## config.mk

```make
export PLATFORM = sky130hd
export DESIGN_NAME = rolling_xor_content_chunker_top
export DESIGN_NICKNAME = d
export VERILOG_FILES = /design/src/rtl/rxcc_pkg.sv /design/src/rtl/rolling_xor_content_chunker_top.sv
export SDC_FILE = /design/constraint.sdc
export NUM_CORES = 1
export LEC_CHECK = 0
export ABC_AREA = 1
export ABC_CLOCK_PERIOD_IN_PS = 6200
export BUFFER_PORTS_ARGS = -buffer_cell sky130_fd_sc_hd__buf_4
export CORE_MARGIN = 2
export CORE_UTILIZATION = 45
export DETAILED_ROUTE_END_ITERATION = 6
export PLACE_DENSITY = 0.61
export SLEW_MARGIN = 0
export SYNTH_ARGS = -nofsm -noshare
export SYNTH_HDL_FRONTEND = slang
export SYNTH_SLANG_ARGS = --single-unit
```

## constraint.sdc

```tcl
create_clock -name clk -period 6.2 [get_ports clk]
set_input_delay 0.93 -clock clk [delete_from_list [all_inputs] [get_ports clk]]
set_output_delay 0.93 -clock clk [all_outputs]
set_load 0.01 [all_outputs]
```

## src/rtl/rxcc_pkg.sv

```systemverilog
`timescale 1ns / 1ps

package rxcc_pkg;

  // Fixed field widths of the byte stream and the rolling sum.
  localparam int BYTE_W  = 8;
  localparam int SUM_W   = 32;
  localparam int POS_W   = 32;
  localparam int SPLIT_W = 5;

  // Split threshold after reset.
  localparam logic [SPLIT_W-1:0] SPLIT_BITS_RESET = 5'd13;

  typedef logic [BYTE_W-1:0] byte_t;
  typedef logic [SUM_W-1:0]  sum_t;
  typedef logic [POS_W-1:0]  pos_t;

  // Rotate left by one, then mix in the leaving and entering bytes.
  function automatic sum_t rot_xor(input sum_t prev, input byte_t leaving,
                                   input byte_t entering);
    sum_t rot;
    rot = {prev[SUM_W-2:0], prev[SUM_W-1]};
    return rot ^ {{(SUM_W-BYTE_W){1'b0}}, leaving} ^ {{(SUM_W-BYTE_W){1'b0}}, entering};
  endfunction

endpackage

```

## src/rtl/rolling_xor_content_chunker_top.sv

```systemverilog
`timescale 1ns / 1ps

// A result is registered and presented in the cycle after its input transfer.
// Throughput: one byte per cycle unless the output stalls; the window ring is a
// memory with one write and one registered read per cycle, its read address set up one item ahead.
// Reset (synchronous, active high) clears the sum, ring index, byte count and output
// valid and loads split_bits with 13; ring contents are masked until rewritten.
module rolling_xor_content_chunker_top #(
  parameter int WINDOW_BYTES = 64
) (
  input  logic                          clk,
  input  logic                          rst,
  input  logic                          cfg_valid,
  output logic                          cfg_ready,
  input  logic [rxcc_pkg::SPLIT_W-1:0]  cfg_data,
  input  logic                          in_valid,
  output logic                          in_ready,
  input  logic [rxcc_pkg::BYTE_W-1:0]   data_byte,
  output logic                          out_valid,
  input  logic                          out_ready,
  output logic [rxcc_pkg::BYTE_W-1:0]   byte_out,
  output logic                          chunk_start,
  output logic [rxcc_pkg::POS_W-1:0]    stream_position
);

  localparam int IDX_W = $clog2(WINDOW_BYTES);
  localparam logic [IDX_W-1:0] IDX_LAST = IDX_W'(WINDOW_BYTES - 1);

  logic [rxcc_pkg::SPLIT_W-1:0] split_bits;
  logic [IDX_W-1:0]             ring_index;
  logic [IDX_W-1:0]             ring_index_next;
  logic                         wrapped;
  logic                         wrapped_next;
  rxcc_pkg::sum_t               rolling_sum;
  rxcc_pkg::sum_t               sum_upd;
  rxcc_pkg::sum_t               split_mask;
  rxcc_pkg::pos_t               byte_count;
  rxcc_pkg::pos_t               count_upd;
  rxcc_pkg::byte_t              ring_mem [WINDOW_BYTES];
  rxcc_pkg::byte_t              ring_rd;
  rxcc_pkg::byte_t              leaving;
  logic                         split;
  logic                         in_fire;

  // Configuration writes are always taken.
  assign cfg_ready = 1'b1;

  always_ff @(posedge clk) begin
    if (rst) begin
      split_bits <= rxcc_pkg::SPLIT_BITS_RESET;
    end else if (cfg_valid) begin
      split_bits <= cfg_data;
    end
  end

  // The output register frees up in the same cycle its result is taken.
  assign in_ready = !out_valid || out_ready;
  assign in_fire  = in_valid && in_ready;

  // A slot not yet rewritten since the last split reads as zero; until the index
  // wraps, every slot it reaches is such a slot.
  assign leaving    = wrapped ? ring_rd : '0;
  assign sum_upd    = rxcc_pkg::rot_xor(rolling_sum, leaving, data_byte);
  assign split_mask = (rxcc_pkg::sum_t'(1) << split_bits) - rxcc_pkg::sum_t'(1);
  assign split      = (sum_upd & split_mask) == '0;
  assign count_upd  = byte_count + rxcc_pkg::pos_t'(1);

  // Next ring index and wrap flag.
  always_comb begin
    ring_index_next = ring_index;
    wrapped_next    = wrapped;
    if (in_fire) begin
      if (split) begin
        ring_index_next = '0;
        wrapped_next    = 1'b0;
      end else if (ring_index == IDX_LAST) begin
        ring_index_next = '0;
        wrapped_next    = 1'b1;
      end else begin
        ring_index_next = ring_index + IDX_W'(1);
      end
    end
  end

  // Chunker state.
  always_ff @(posedge clk) begin
    if (rst) begin
      ring_index  <= '0;
      wrapped     <= 1'b0;
      rolling_sum <= '0;
      byte_count  <= '0;
    end else begin
      ring_index <= ring_index_next;
      wrapped    <= wrapped_next;
      if (in_fire) begin
        rolling_sum <= split ? '0 : sum_upd;
        byte_count  <= count_upd;
      end
    end
  end

  // Window ring memory: write the new byte, and read ahead at the next index.
  always_ff @(posedge clk) begin
    if (in_fire) begin
      ring_mem[ring_index] <= data_byte;
    end
    ring_rd <= ring_mem[ring_index_next];
  end

  // Result register.
  always_ff @(posedge clk) begin
    if (rst) begin
      out_valid <= 1'b0;
    end else if (in_fire) begin
      out_valid <= 1'b1;
    end else if (out_ready) begin
      out_valid <= 1'b0;
    end
  end

  always_ff @(posedge clk) begin
    if (in_fire) begin
      byte_out        <= data_byte;
      chunk_start     <= split;
      stream_position <= count_upd;
    end
  end

  // A split leaves the sum, index and wrap flag cleared.
  assert property (@(posedge clk) disable iff (rst)
    in_fire && split |=> rolling_sum == '0 && ring_index == '0 && !wrapped)
    else $error("split did not clear the chunker state");

  // Every input transfer shows its byte and position in the next cycle.
  assert property (@(posedge clk) disable iff (rst)
    in_fire |=> out_valid && byte_out == $past(data_byte)
      && stream_position == byte_count)
    else $error("result does not match the accepted byte");

  // The wrap flag is only set by an index wrap without a split.
  assert property (@(posedge clk) disable iff (rst)
    $rose(wrapped) |-> $past(in_fire) && $past(ring_index) == IDX_LAST && !$past(split))
    else $error("wrap flag set without an index wrap");

endmodule

```

==> results.py <==
metrics = {
    "outcome": {
        "status": "finished, final reports clean",
    },
    "synthesis": {
        "synth_area_leader_cell": "edfxtp_1",
        "synth_cell_types": 37,
        "synth_edf_count": 553,
        "syn-num-nets": 3130,
        "async_flop_share": 0,
        "yosysMostFrequentCell": "inv_1",
        "netlist.area_leader.share": 0.560,
        "syn_avg_cell_area_sq_um": 9.54,
        "ys_top_cells_by_area": "edfxtp_1 56%, nand3_1 9.8%, inv_1 7.4%",
        "ys_ff_latch": 638,
        "yosys_warnings": 0,
        "yosys_most_used_dff": "edfxtp_1",
        "synthTopCellsByCount": "587 x inv_1, 581 x nand3_1, 553 x edfxtp_1, 497 x nand2_1, 243 x nand4_1",
        "ys_seq_area_frac": 0.617,
        "syn_area_sq_um": 29600,
        "synth_cells": 3109,
    },
    "power": {
        "leakagePower_nw": 13.8,
        "p_sw_w": 0.00250,
        "pwr-share-clk": 0.411,
        "comb_power_share": 0.106,
        "switching_share": 0.252,
        "cellInternalPower_w": 0.00741,
        "power.density_nw_per_um2": 302,
        "total_power_w": 0.00990,
        "irDropWorstVdd_mv": 0.208,
        "p_seq_frac": 0.483,
    },
    "timing": {
        "finalSetupViolations": 0,
        "fin_worst_skew_ps": 24.6,
        "finalCritPeriodShare": 0.867,
        "hold_viol": 0,
        "post-route-min-period_ps": 5380,
        "rsz0062_at_grt": "false",
        "worst_pin_slew_ps": 1190,
        "setup-tns-final_ps": 0,
        "max_freq_mhz": 186,
        "finalMaxSlewViolations": 0,
        "relSlewSlack": 0.208,
    },
    "worst_hold_path": {
        "hp-class": "reg2reg",
        "worstHoldStart": "rolling_sum[30]",
        "hold_depth": 2,
        "holdPathEnd": "rolling_sum[30]",
    },
    "grt": {
        "grt_antenna_before_repair": 0,
        "grt.met3_usage": 0.0340,
        "met1_usage": 0.339,
        "grt_pass1_vias": 21000,
        "grt_use_total": 0.243,
        "use_met2": 0.388,
        "grt_first_pass_wirelength_mm": 127,
        "grt.busiest_layer": "met2",
        "grt_max_degree": 169,
        "overflow": 0,
    },
    "clock_tree": {
        "cts-root-buf": "clkbuf_16",
        "h-tree-depth": 3,
        "clk_pin_slew_worst_paths_ps": 60,
        "numCtsBuffers": 71,
        "cts_num_sinks": 638,
        "cts_setup_buffers": 0,
        "postCtsResizedCells": 0,
        "clk_latency_ps": 610,
        "hold_buffers": 0,
        "clockBufferDepth": 3,
        "cts_tree": "done",
    },
    "worst_setup_path": {
        "r2r_end": "ring_rd[2]",
        "critPathKind": "reg2reg",
        "crit_path_end_kind": "flip-flop",
        "cp-startpoint": "split_bits[3]",
        "crit_path_start_kind": "flip-flop",
        "regToRegSetupSlack_ps": 820,
        "cp_max_fo": 65,
        "rr_worst_depth": 21,
        "cp.required_ps": 6690,
        "arrival_ps": 5860,
        "r2r-start": "split_bits[3]",
    },
    "routing": {
        "vias_per_cell": 5.58,
        "drt-initial-drc-count": 2558,
        "totalWireLength_mm": 82.2,
        "drc": 0,
        "ant_nets": 0,
        "num_vias": 22300,
        "drt_pass1_iterations": 6,
        "routedWlPerCell_microns": 20.6,
    },
    "floorplan": {
        "core_sq_um": 65500,
        "fp.dieH_microns": 261,
        "dieArea_sq_um": 68000,
        "floorplan.initialDensity": 0.453,
        "die_x_microns": 261,
        "placementRows": 94,
        "io_pins": 62,
    },
    "placed_design": {
        "finalWeightedCongestion": 0.926,
        "hpwl_mm": 48.4,
        "port_buffers": 60,
    },
    "layout": {
        "nNetsFinal": 3100,
        "antenna-diode-count": 0,
        "post-route-util": 0.501,
        "area_growth_pct": 10.7,
        "layout-drive-gt1-share": 0.0719,
        "fill_cells": 5947,
    },
    "run": {
        "drv_cap": 0,
    },
}
[state kept, by name (all words and copies together) (netlist names)]
signal,count
ring_mem,512
byte_count,32
rolling_sum,32
stream_position,32
byte_out,8
ring_rd,8
ring_index,6
split_bits,5
chunk_start,1
out_valid,1
wrapped,1
[per-stage QoR]
step,hold WS (ps),instance area (sq um),setup slack [ps],instances
6_report,469,32800,824,3994
5_1_grt,488,32800,410,3994
4_1_cts,469,32800,980,3994
3_5_place_dp,462,30600,981,3870
3_3_place_gp,457,30600,1130,3870
2_1_floorplan,446,29600,2890,3109
[layout make-up]
| class | count | area (sq um) | area share |
|---|---|---|---|
| flip-flops and latches | 638 | 18300 | 0.558 |
| multi-input cells | 1677 | 8180 | 0.249 |
| inverters | 601 | 2270 | 0.0692 |
| clock buffers | 87 | 1850 | 0.0563 |
| well taps | 864 | 1080 | 0.0329 |
| repair buffers | 90 | 776 | 0.0236 |
| clock inverters | 37 | 353 | 0.0108 |
[cells in the final DEF, fill, tap and decap left out, types with 3 or more instances in the layout]
master / Yosys / final
inv_1: 587 / 584
nand3_1: 581 / 580
edfxtp_1: 553 / 553
nand2_1: 497 / 496
nand4_1: 243 / 243
nor2_1: 151 / 151
dfxtp_1: 85 / 85
buf_4: 28 / 82
clkbuf_16: 0 / 71
a21oi_1: 63 / 63
o21ai_0: 39 / 39
xor2_1: 33 / 33
nor3_1: 18 / 18
clkinv_1: 1 / 17
clkbuf_1: 77 / 15
clkinv_2: 0 / 13
inv_2: 13 / 12
nor2_2: 9 / 9
or2_2: 8 / 8
buf_12: 0 / 8
xnor2_1: 6 / 6
bufinv_16: 0 / 6
nand3b_1: 5 / 5
nand2_2: 3 / 3
ha_1: 3 / 3
[cells by family after synthesis]
| kind of cell | after synthesis | synth area share |
|---|---|---|
| AOI/OAI and AO/OA | 110 | 0.0195 |
| xor gates and xnor gates | 39 | 0.0115 |
| adders and majority gates | 3 | 0.00127 |
| buffers and inverters | 794 | 0.107 |
| DFF | 638 | 0.617 |
| other | 1 | 0.000126 |
| and+or+nand+nor | 1524 | 0.243 |
[power by group through the flow]
stage          Combinational (W)  Clock (W)  Sequential, W
2_1_floorplan           0.000686          0        0.00486
3_3_place_gp             0.00103          0        0.00487
3_5_place_dp             0.00104          0        0.00487
4_1_cts                  0.00104    0.00413        0.00478
5_1_grt                  0.00115    0.00429        0.00478
6_report                 0.00105    0.00407        0.00478
[per-layer routing]
layer	routed length (microns)	part of all wire	vias up
met5	0	0	-
met4	2700	0.033	0
met3	6350	0.077	174
met2	38300	0.47	1050
met1	34800	0.42	10700
li1	-	-	10400
[critical path: stages (launching register included)]
cell and delay [ps]:
dfxtp_1 740, inv_2 300, nand4_1 210, ha_1 230
nand3_1 170, inv_2 150, nand3_1 170, nor2_1 210
nand2_1 70, nand3_1 80, nand2_1 50, inv_1 50
nand2_1 60, nor2_2 150, nand3_4 520, nand3_2 300
buf_4 750, nand3_1 250, nand3_1 230, nand3_1 190
nand3_1 240, nand2_1 90
[worst max-delay path by stage]
stage,cells past startpoint,endpoint
final,21,ring_rd[2]
after global routing,21,ring_rd[6]
after CTS,19,ring_rd[2]
after detailed placement,19,ring_rd[2]
after global placement,21,ring_rd[2]
after floorplan,6,byte_out[0]
Note: power is estimated with default switching activity, not from simulation.
